`config.mk`:
```
export PLATFORM = sky130hd
export DESIGN_NAME = per_device_uplink_policer
export DESIGN_NICKNAME = d
export VERILOG_FILES = /design/src/sv/pdup_pkg.sv /design/src/sv/pdup_table.sv /design/src/sv/pdup_policy.sv /design/src/sv/per_device_uplink_policer.sv
export SDC_FILE = /design/constraint.sdc
export NUM_CORES = 2
export LEC_CHECK = 0
export BUFFER_PORTS_ARGS = -buffer_cell sky130_fd_sc_hd__buf_2
export CAP_MARGIN = 10
export CORE_ASPECT_RATIO = 1.25
export CORE_MARGIN = 2
export CORE_UTILIZATION = 40
export CTS_CLUSTER_DIAMETER = 60
export DETAILED_ROUTE_END_ITERATION = 8
export PLACE_DENSITY = 0.63
export SLEW_MARGIN = 10
export SYNTH_ARGS = -nofsm -noshare
export SYNTH_HDL_FRONTEND = slang
export SYNTH_SLANG_ARGS = --single-unit
```
`constraint.sdc`:
```
create_clock -name aclk -period 10.4 [get_ports aclk]
set_input_delay 1.56 -clock aclk [delete_from_list [all_inputs] [get_ports aclk]]
set_output_delay 1.56 -clock aclk [all_outputs]
set_load 0.1 [all_outputs]
```
`src/sv/pdup_pkg.sv`:
```
// Shared types and codes for the per-device uplink policer.
package pdup_pkg;

    localparam int ADDR_W   = 32;
    localparam int PRIO_W   = 8;
    localparam int BYTES_W  = 8;
    localparam int HOUR_W   = 8;
    localparam int BUDGET_W = 18;
    localparam int RATE_W   = 16;
    localparam int MODE_W   = 3;

    localparam logic [BUDGET_W-1:0] BUDGET_FLOOR = {1'b1, {(BUDGET_W-1){1'b0}}};

    typedef enum logic [1:0] {
        OP_ADD    = 2'd0,
        OP_BEST   = 2'd1,
        OP_FILTER = 2'd2,
        OP_NONE   = 2'd3
    } op_t;

    localparam logic [MODE_W-1:0] MODE_OFF      = 3'd0;
    localparam logic [MODE_W-1:0] MODE_BEST     = 3'd1;
    localparam logic [MODE_W-1:0] MODE_PRIORITY = 3'd2;
    localparam logic [MODE_W-1:0] MODE_BYTES    = 3'd3;
    localparam logic [MODE_W-1:0] MODE_PACKETS  = 3'd4;

    localparam logic [7:0] CFG_FILTER_MODE      = 8'd0;
    localparam logic [7:0] CFG_PRIORITY_LEVEL   = 8'd1;
    localparam logic [7:0] CFG_BYTES_PER_HOUR   = 8'd2;
    localparam logic [7:0] CFG_PACKETS_PER_HOUR = 8'd3;

    typedef enum logic [1:0] {
        UPD_NONE   = 2'd0,
        UPD_ADD    = 2'd1,
        UPD_BEST   = 2'd2,
        UPD_FILTER = 2'd3
    } upd_kind_t;

    typedef struct packed {
        logic [MODE_W-1:0] mode;
        logic [PRIO_W-1:0] level;
        logic [RATE_W-1:0] bytes_per_hour;
        logic [RATE_W-1:0] packets_per_hour;
    } cfg_t;

    // Lookup result for the item in the input stage.
    typedef struct packed {
        logic                found;
        logic                free_found;
        logic [PRIO_W-1:0]   prio;
        logic                best;
        logic [BUDGET_W-1:0] byte_budget;
        logic [BUDGET_W-1:0] pkt_budget;
        logic [HOUR_W-1:0]   last_hour;
        logic                seen;
    } match_t;

    // Write command into the entry table.
    typedef struct packed {
        upd_kind_t           kind;
        logic [ADDR_W-1:0]   addr;
        logic [PRIO_W-1:0]   prio;
        logic [BUDGET_W-1:0] byte_budget;
        logic [BUDGET_W-1:0] pkt_budget;
        logic [HOUR_W-1:0]   last_hour;
        logic                seen;
    } upd_t;

    typedef struct packed {
        logic allowed;
        logic found;
        logic full;
    } res_t;

endpackage

```
`src/sv/pdup_table.sv`:
```
// Device entry table: parallel address match, free-slot search and entry writes.
module pdup_table
    import pdup_pkg::*;
#(
    parameter int TABLE_DEPTH = 32,
    parameter int IDX_W       = 5
) (
    input  logic              aclk,
    input  logic              aresetn,
    input  logic [ADDR_W-1:0] lookup_addr,
    output match_t            match,
    output logic [IDX_W-1:0]  match_idx,
    output logic [IDX_W-1:0]  free_idx,
    input  upd_t              upd,
    input  logic [IDX_W-1:0]  upd_idx
);

    logic [TABLE_DEPTH-1:0] valid_reg;
    logic [TABLE_DEPTH-1:0] best_reg;
    logic [TABLE_DEPTH-1:0] seen_reg;
    logic [ADDR_W-1:0]      addr_reg   [TABLE_DEPTH];
    logic [PRIO_W-1:0]      prio_reg   [TABLE_DEPTH];
    logic [BUDGET_W-1:0]    bbud_reg   [TABLE_DEPTH];
    logic [BUDGET_W-1:0]    pbud_reg   [TABLE_DEPTH];
    logic [HOUR_W-1:0]      hour_reg   [TABLE_DEPTH];

    logic [TABLE_DEPTH-1:0] hit;
    logic [TABLE_DEPTH-1:0] free_vec;
    logic [TABLE_DEPTH-1:0] free_first;

    // Addresses among valid entries are unique, so at most one hit.
    always_comb begin
        for (int i = 0; i < TABLE_DEPTH; i++) begin
            hit[i] = valid_reg[i] && (addr_reg[i] == lookup_addr);
        end
        free_vec   = ~valid_reg;
        free_first = free_vec & (~free_vec + {{(TABLE_DEPTH-1){1'b0}}, 1'b1});
    end

    always_comb begin
        match     = '0;
        match_idx = '0;
        free_idx  = '0;
        match.found      = |hit;
        match.free_found = |free_vec;
        for (int i = 0; i < TABLE_DEPTH; i++) begin
            if (hit[i]) begin
                match_idx         = match_idx | IDX_W'(i);
                match.prio        = match.prio | prio_reg[i];
                match.best        = match.best | best_reg[i];
                match.byte_budget = match.byte_budget | bbud_reg[i];
                match.pkt_budget  = match.pkt_budget | pbud_reg[i];
                match.last_hour   = match.last_hour | hour_reg[i];
                match.seen        = match.seen | seen_reg[i];
            end
            if (free_first[i]) begin
                free_idx = free_idx | IDX_W'(i);
            end
        end
    end

    always_ff @(posedge aclk) begin
        if (!aresetn) begin
            valid_reg <= '0;
            best_reg  <= '0;
            seen_reg  <= '0;
        end else begin
            for (int i = 0; i < TABLE_DEPTH; i++) begin
                if (upd_idx == IDX_W'(i)) begin
                    case (upd.kind)
                        UPD_ADD: begin
                            valid_reg[i] <= 1'b1;
                            best_reg[i]  <= 1'b0;
                            seen_reg[i]  <= 1'b0;
                        end
                        UPD_BEST: begin
                            best_reg[i] <= 1'b1;
                        end
                        UPD_FILTER: begin
                            seen_reg[i] <= upd.seen;
                        end
                        default: begin
                        end
                    endcase
                end
            end
        end
    end

    // Payload fields: no reset, only read once the entry is valid.
    always_ff @(posedge aclk) begin
        for (int i = 0; i < TABLE_DEPTH; i++) begin
            if (upd_idx == IDX_W'(i)) begin
                case (upd.kind)
                    UPD_ADD: begin
                        addr_reg[i] <= upd.addr;
                        prio_reg[i] <= upd.prio;
                        bbud_reg[i] <= upd.byte_budget;
                        pbud_reg[i] <= upd.pkt_budget;
                        hour_reg[i] <= '0;
                    end
                    UPD_FILTER: begin
                        bbud_reg[i] <= upd.byte_budget;
                        pbud_reg[i] <= upd.pkt_budget;
                        hour_reg[i] <= upd.last_hour;
                    end
                    default: begin
                    end
                endcase
            end
        end
    end

endmodule

```
`src/sv/pdup_policy.sv`:
```
// Per-item decision logic: add, mark best, and the five filter modes.
module pdup_policy
    import pdup_pkg::*;
#(
    parameter int IDX_W = 5
) (
    input  op_t                op,
    input  logic [ADDR_W-1:0]  addr,
    input  logic [PRIO_W-1:0]  prio,
    input  logic [BYTES_W-1:0] pkt_bytes,
    input  logic [HOUR_W-1:0]  hour,
    input  logic               tzero,
    input  cfg_t               cfg,
    input  match_t             match,
    input  logic [IDX_W-1:0]   match_idx,
    input  logic [IDX_W-1:0]   free_idx,
    output res_t               res,
    output upd_t               upd,
    output logic [IDX_W-1:0]   upd_idx
);

    logic                reload;
    logic [BUDGET_W-1:0] bbase;
    logic [BUDGET_W-1:0] pbase;
    logic [BUDGET_W:0]   bdiff;
    logic [BUDGET_W:0]   pdiff;
    logic [BUDGET_W-1:0] bnew;
    logic [BUDGET_W-1:0] pnew;

    // Budget spend with saturation at the most negative value.
    always_comb begin
        reload = match.seen && (match.last_hour != hour);
        bbase  = reload ? BUDGET_W'(cfg.bytes_per_hour) : match.byte_budget;
        pbase  = reload ? BUDGET_W'(cfg.packets_per_hour) : match.pkt_budget;
        bdiff  = {bbase[BUDGET_W-1], bbase} - (BUDGET_W+1)'(pkt_bytes);
        pdiff  = {pbase[BUDGET_W-1], pbase} - (BUDGET_W+1)'(1);
        bnew   = (bdiff[BUDGET_W] != bdiff[BUDGET_W-1]) ? BUDGET_FLOOR : bdiff[BUDGET_W-1:0];
        pnew   = (pdiff[BUDGET_W] != pdiff[BUDGET_W-1]) ? BUDGET_FLOOR : pdiff[BUDGET_W-1:0];
    end

    always_comb begin
        res             = '{allowed: 1'b1, found: 1'b0, full: 1'b0};
        upd             = '0;
        upd.kind        = UPD_NONE;
        upd.addr        = addr;
        upd.prio        = prio;
        upd.last_hour   = hour;
        upd.seen        = !tzero;
        upd.byte_budget = match.byte_budget;
        upd.pkt_budget  = match.pkt_budget;
        upd_idx         = match_idx;
        case (op)
            OP_ADD: begin
                res.found       = match.found;
                upd.byte_budget = BUDGET_W'(cfg.bytes_per_hour);
                upd.pkt_budget  = BUDGET_W'(cfg.packets_per_hour);
                if (match.found) begin
                    upd.kind = UPD_ADD;
                end else if (match.free_found) begin
                    upd.kind = UPD_ADD;
                    upd_idx  = free_idx;
                end else begin
                    res.full = 1'b1;
                end
            end
            OP_BEST: begin
                res.found = match.found;
                if (match.found) begin
                    upd.kind = UPD_BEST;
                end
            end
            OP_FILTER: begin
                res.found = match.found;
                case (cfg.mode)
                    MODE_BEST: begin
                        res.allowed = match.found && match.best;
                    end
                    MODE_PRIORITY: begin
                        res.allowed = !(match.found && (match.prio > cfg.level));
                    end
                    MODE_BYTES: begin
                        if (match.found) begin
                            upd.kind        = UPD_FILTER;
                            upd.byte_budget = bnew;
                            res.allowed     = !bnew[BUDGET_W-1];
                        end
                    end
                    MODE_PACKETS: begin
                        if (match.found) begin
                            upd.kind       = UPD_FILTER;
                            upd.pkt_budget = pnew;
                            res.allowed    = !pnew[BUDGET_W-1];
                        end
                    end
                    default: begin
                    end
                endcase
            end
            default: begin
            end
        endcase
    end

endmodule

```
`src/sv/per_device_uplink_policer.sv`:
```
// Top level of the per-device uplink policer: stream ports, config and stage registers.
//
// Uplink filter with a table of TABLE_DEPTH end devices held in flip-flops and
// matched in parallel by 32-bit address. Each transfer on the s_ channel is one
// operation (add device, mark best gateway, filter packet) and yields exactly one
// result transfer on m_. Throughput is one item per cycle unless m_tready stalls the
// result register. From input transfer to m_tvalid: input register, then the address
// match, decision and entry write all settle in one pass ahead of the result register.
// The entry write lands at the same edge the result is registered, so the next item
// always sees the updated table. No clearing pass is needed after reset: valid,
// best and seen bits reset directly. Config writes (cfg_ready is always high) must
// only happen while no item is in flight.
module per_device_uplink_policer
    import pdup_pkg::*;
#(
    parameter int TABLE_DEPTH = 32
) (
    input  logic        aclk,
    input  logic        aresetn,
    // s_tdata, lowest bit up: device_address[31:0], device_priority[39:32],
    // packet_bytes[47:40], hour_now[55:48], time_is_zero[56], zero pad[63:57]
    input  logic [63:0] s_tdata,
    // s_tuser: operation[1:0]
    input  logic [1:0]  s_tuser,
    input  logic        s_tvalid,
    output logic        s_tready,
    // m_tdata, lowest bit up: allowed[0], device_found[1], table_full[2], zero pad[7:3]
    output logic [7:0]  m_tdata,
    output logic        m_tvalid,
    input  logic        m_tready,
    input  logic        cfg_valid,
    output logic        cfg_ready,
    input  logic [7:0]  cfg_index,
    input  logic [15:0] cfg_data
);

    localparam int IDX_W = (TABLE_DEPTH > 1) ? $clog2(TABLE_DEPTH) : 1;

    // Config registers
    cfg_t cfg_reg;

    // Input stage
    logic               in_valid_reg;
    op_t                op_reg;
    logic [ADDR_W-1:0]  addr_reg;
    logic [PRIO_W-1:0]  prio_reg;
    logic [BYTES_W-1:0] bytes_reg;
    logic [HOUR_W-1:0]  hour_reg;
    logic               tzero_reg;

    // Result stage
    logic out_valid_reg;
    res_t res_reg;

    logic             out_free;
    logic             advance;
    match_t           match;
    logic [IDX_W-1:0] match_idx;
    logic [IDX_W-1:0] free_idx;
    res_t             res_next;
    upd_t             upd_raw;
    upd_t             upd;
    logic [IDX_W-1:0] upd_idx;

    // Output register empties or drains this cycle -> the input stage may move on.
    assign out_free = !out_valid_reg || m_tready;
    assign advance  = in_valid_reg && out_free;
    assign s_tready = !in_valid_reg || out_free;
    assign cfg_ready = 1'b1;

    assign m_tvalid = out_valid_reg;
    assign m_tdata  = {5'd0, res_reg.full, res_reg.found, res_reg.allowed};

    always_ff @(posedge aclk) begin
        if (!aresetn) begin
            cfg_reg.mode             <= MODE_BEST;
            cfg_reg.level            <= 8'd1;
            cfg_reg.bytes_per_hour   <= 16'd19;
            cfg_reg.packets_per_hour <= 16'd1;
        end else if (cfg_valid && cfg_ready) begin
            case (cfg_index)
                CFG_FILTER_MODE:      cfg_reg.mode             <= cfg_data[MODE_W-1:0];
                CFG_PRIORITY_LEVEL:   cfg_reg.level            <= cfg_data[PRIO_W-1:0];
                CFG_BYTES_PER_HOUR:   cfg_reg.bytes_per_hour   <= cfg_data;
                CFG_PACKETS_PER_HOUR: cfg_reg.packets_per_hour <= cfg_data;
                default: begin
                end
            endcase
        end
    end

    // Input stage control
    always_ff @(posedge aclk) begin
        if (!aresetn) begin
            in_valid_reg <= 1'b0;
        end else if (s_tready) begin
            in_valid_reg <= s_tvalid;
        end
    end

    // Input stage payload
    always_ff @(posedge aclk) begin
        if (s_tvalid && s_tready) begin
            op_reg    <= op_t'(s_tuser);
            addr_reg  <= s_tdata[31:0];
            prio_reg  <= s_tdata[39:32];
            bytes_reg <= s_tdata[47:40];
            hour_reg  <= s_tdata[55:48];
            tzero_reg <= s_tdata[56];
        end
    end

    pdup_table #(
        .TABLE_DEPTH (TABLE_DEPTH),
        .IDX_W       (IDX_W)
    ) u_table (
        .aclk        (aclk),
        .aresetn     (aresetn),
        .lookup_addr (addr_reg),
        .match       (match),
        .match_idx   (match_idx),
        .free_idx    (free_idx),
        .upd         (upd),
        .upd_idx     (upd_idx)
    );

    pdup_policy #(
        .IDX_W (IDX_W)
    ) u_policy (
        .op        (op_reg),
        .addr      (addr_reg),
        .prio      (prio_reg),
        .pkt_bytes (bytes_reg),
        .hour      (hour_reg),
        .tzero     (tzero_reg),
        .cfg       (cfg_reg),
        .match     (match),
        .match_idx (match_idx),
        .free_idx  (free_idx),
        .res       (res_next),
        .upd       (upd_raw),
        .upd_idx   (upd_idx)
    );

    // Table writes only when the item actually leaves the input stage.
    always_comb begin
        upd = upd_raw;
        if (!advance) begin
            upd.kind = UPD_NONE;
        end
    end

    // Result stage control
    always_ff @(posedge aclk) begin
        if (!aresetn) begin
            out_valid_reg <= 1'b0;
        end else if (out_free) begin
            out_valid_reg <= in_valid_reg;
        end
    end

    // Result stage payload
    always_ff @(posedge aclk) begin
        if (advance) begin
            res_reg <= res_next;
        end
    end

    // An empty result register never blocks the input side.
    a_ready_when_empty: assert property (@(posedge aclk) disable iff (!aresetn)
        !m_tvalid |-> s_tready)
        else $error("s_tready low while result register empty");

    // A failed add reports neither a match nor a drop.
    a_full_result: assert property (@(posedge aclk) disable iff (!aresetn)
        (m_tvalid && m_tdata[2]) |-> (!m_tdata[1] && m_tdata[0]))
        else $error("table_full result with device_found or drop");

    // Only filter operations can drop.
    a_drop_only_filter: assert property (@(posedge aclk) disable iff (!aresetn)
        (advance && (op_reg != OP_FILTER)) |-> res_next.allowed)
        else $error("non-filter operation dropped");

    // Table writes only happen when an item is consumed.
    a_write_on_advance: assert property (@(posedge aclk) disable iff (!aresetn)
        (upd.kind != UPD_NONE) |-> (in_valid_reg && out_free))
        else $error("table write without a consumed item");

endmodule
```
==> impl_metrics.toml <==
[outcome]
status = "completed"

[critical_path]
cpPeakStageDelay_ns = 0.99
reg2reg_from = "addr_reg[2]"
worstSetupStartpointType = "flop"
rrSetupSlack_ns = 0.43
arrival_ns = 10.66
crit_fanout = 32
crit_path_top_delay_cell = "edfxtp_1"
reg2reg_to = "u_table.bbud_reg[0][14]"
ff2ff_path_depth = 30
end_kind = "flop"
critPathRequiredTime_ns = 11.10
cpMostUsedCell = "a21o_1"
path_class = "flop to flop"

[cts]
cts-resized-gates = 0
postCtsHoldBufs = 0
cts_max_level = 5
root_buffer = "clkbuf_16"
clockBufferDepth = 4
cts_tree = "yes"
post_cts_buffers = 0
cts_buffers = 299
path_clk_slew_ns = 0.07
clk_latency_ns = 0.92
cts_sinks = 2891

[global_routing]
grt_overflow = 0
grt_max_degree = 97
grt_pass1_vias = 75643
antenna_found_initial = 17
grt_pass1_wl_um = 595000
grt_usage_pct = 27.8

[layout]
nets = 8481
syn_to_final_growth_pct = 14.6
drive_gt1_share_pct = 14.6
fin_util_pct = 46.0
largest_register_ffs = 1024

[synth]
yosys.area_share.simple_pct = 10.3
netlist_area_sq_um = 119000
yosys_most_used_dff = "edfxtp_1"
synth-seq-cells = 2891
synthCells = 8016
yosysUniqueCellTypes = 87
synth_edf_count = 2750
synthArstFlopShare_pct = 0
muxShareOfSynthArea_pct = 0.481
yosys_warnings = 0
synth-seq-area-share_pct = 71.6
syn_avg_cell_area_sq_um = 14.9
synth_compound_area_share_pct = 7.44
synth_xor_xnor_area_share_pct = 7.42
synth_top_family_by_area = "simple AND/OR/NAND/NOR gates"
synth_fa_ha_area_share_pct = 0.216

[die]
start_util_pct = 40.1
die_w_um = 492
core.rowCount = 224
core_area_sq_um = 297000
die_y_um = 615
io_pins = 106
dieArea_sq_um = 303000

[placed_design]
gp_congestion = 0.967
place_ws_ns = 0.917
port_buffers = 92
place_hpwl_um = 271000

[power_and_ir_drop]
finalPower_mw = 23.8
p_leak_nw = 41.3
vdd_ir_drop_max_mv = 0.136
p_per_area_nw_per_um2 = 174

[hold_path]
min_path_type = "flop to flop"
min-delay-start = "u_table.seen_reg[16]"
hold_depth = 2
min_to = "u_table.seen_reg[16]"

[timing]
worst_pin_slew_ns = 1.34
timing.setup.tns_ns = 0
rsz0062_at_grt = "no"
slew_headroom_pct = 9.71
hold_violations = 0
final-max-slew-violation-count = 0
max_freq_mhz = 100
fin_ws_ns = 0.430
setup_viol = 0
clock_skew_ns = 0.0832
period_share_pct = 95.9
min_period_ns = 9.97

[route]
wl_per_cell_um = 34.6
viasPerCell = 6.29
wl_met2_um = 198000
top_layer = "met5"
drc = 0
wl_met1_um = 156000
firstDrtPassIters = 8
wl_met3_um = 49600
vias = 78926
ant_nets = 0
drtIter0Drc = 12533
wl_um = 434000

[run]
drv_cap = 0
power by group:
part / total, mW / switching [mW] / internal, mW
combinational: 0.720 / 0.489 / 0.231
sequential: 12.7 / 0.0510 / 12.7
clock: 10.4 / 4.55 / 5.85
cells in the final DEF (no fill, tap or decap), types with 31 or more instances in the layout:
cell       netlist  final
buf_2          128     92
inv_1           80     79
a22o_1         188    188
o22ai_1         97     96
a22oi_1        243    243
o21ai_0        103     85
edfxtp_1      2750   2750
clkinv_1         8     59
o221a_2         31     31
xor2_1         147    147
xnor2_1        863    863
nor4_1         140     99
and2_1         140    139
nor4_2           8     41
buf_4           68    444
nor3_1         339    322
mux2i_1         45     45
nor2_4           2     67
buf_12           0     54
clkbuf_16        0    306
o2111ai_1       92     92
nand3_1        251    251
nor2b_1         44     44
clkbuf_1       279     56
o32ai_1         48     48
a221oi_1       163    163
dfxtp_1        141    141
nand4_1        492    492
or4_1           36     36
nor2_1         130     87
clkinv_2         0     40
o21a_1          38     38
nand2_1        472    471
area by class of cell:
type	count	area, sq um
clock inverter	140	1220
antenna	8	20.0
tap	3955	4950
multi-input combinational	4496	31900
sequential	2891	85400
clock buffer	372	8010
fill	25693	161000
timing repair buffer	590	4870
inverter	88	330
layer usage:
layer / up-vias / global-route usage, %
met1: 39949 / 35.1
met4: 4 / 16.6
li1: 31960 / -
met5: - / 0
met3: 1350 / 6.25
met2: 5663 / 43.9
cells by family after synthesis:
group / after synthesis
other: 2
buffers and inverters: 633
flip-flops: 2891
AND/OR/NAND/NOR: 2265
XOR/XNOR: 1010
adder cells (fa/ha/maj): 20
AO/OA/AOI/OAI: 1139
multiplexers: 56
worst max path at each step:
stage	slack, ns	end	from
after floorplan	1.26	u_table.bbud_reg[0][116]	addr_reg[12]
after global placement	0.35	u_table.bbud_reg[3][22]	addr_reg[2]
after detailed placement	0.92	u_table.bbud_reg[3][122]	addr_reg[2]
after CTS	0.85	u_table.bbud_reg[3][14]	addr_reg[2]
after global routing	0.23	u_table.bbud_reg[0][39]	addr_reg[2]
final	0.43	u_table.bbud_reg[0][14]	addr_reg[2]
worst max-delay path, delay by kind of cell (launching register included):
family,cells,cell delay (ns)
muxes,2,0.48
buffers and inverters,4,1.21
DFF,1,0.99
xor gates and xnor gates,1,0.14
AOI/OAI and AO/OA,10,3.00
adders and majority gates,2,0.56
and+or+nand+nor,11,3.33
through the flow:
stage | hold slack [ns] | instance area [sq um] | cells
3_3_place_gp | 0.439 | 127000 | 12019
6_report | 0.493 | 137000 | 12540
5_1_grt | 0.492 | 137000 | 12534
4_1_cts | 0.486 | 137000 | 12532
3_5_place_dp | 0.476 | 127000 | 12020
2_1_floorplan | 0.431 | 119000 | 8020
synth_stat cells, drive strengths merged (148+ instances only):
library cell  number  area, sq um
nand3            252         1270
clkbuf           279         1050
xnor2            863         7560
a22oi            243         1820
nor4             148          976
buf              266         1680
nand4            492         3080
nand2            472         1770
edfxtp          2750        82600
nor3             345         1760
a22o             188         1650
nor2             156          661
a221oi           163         1430
Power figures use the tool's default switching activity.
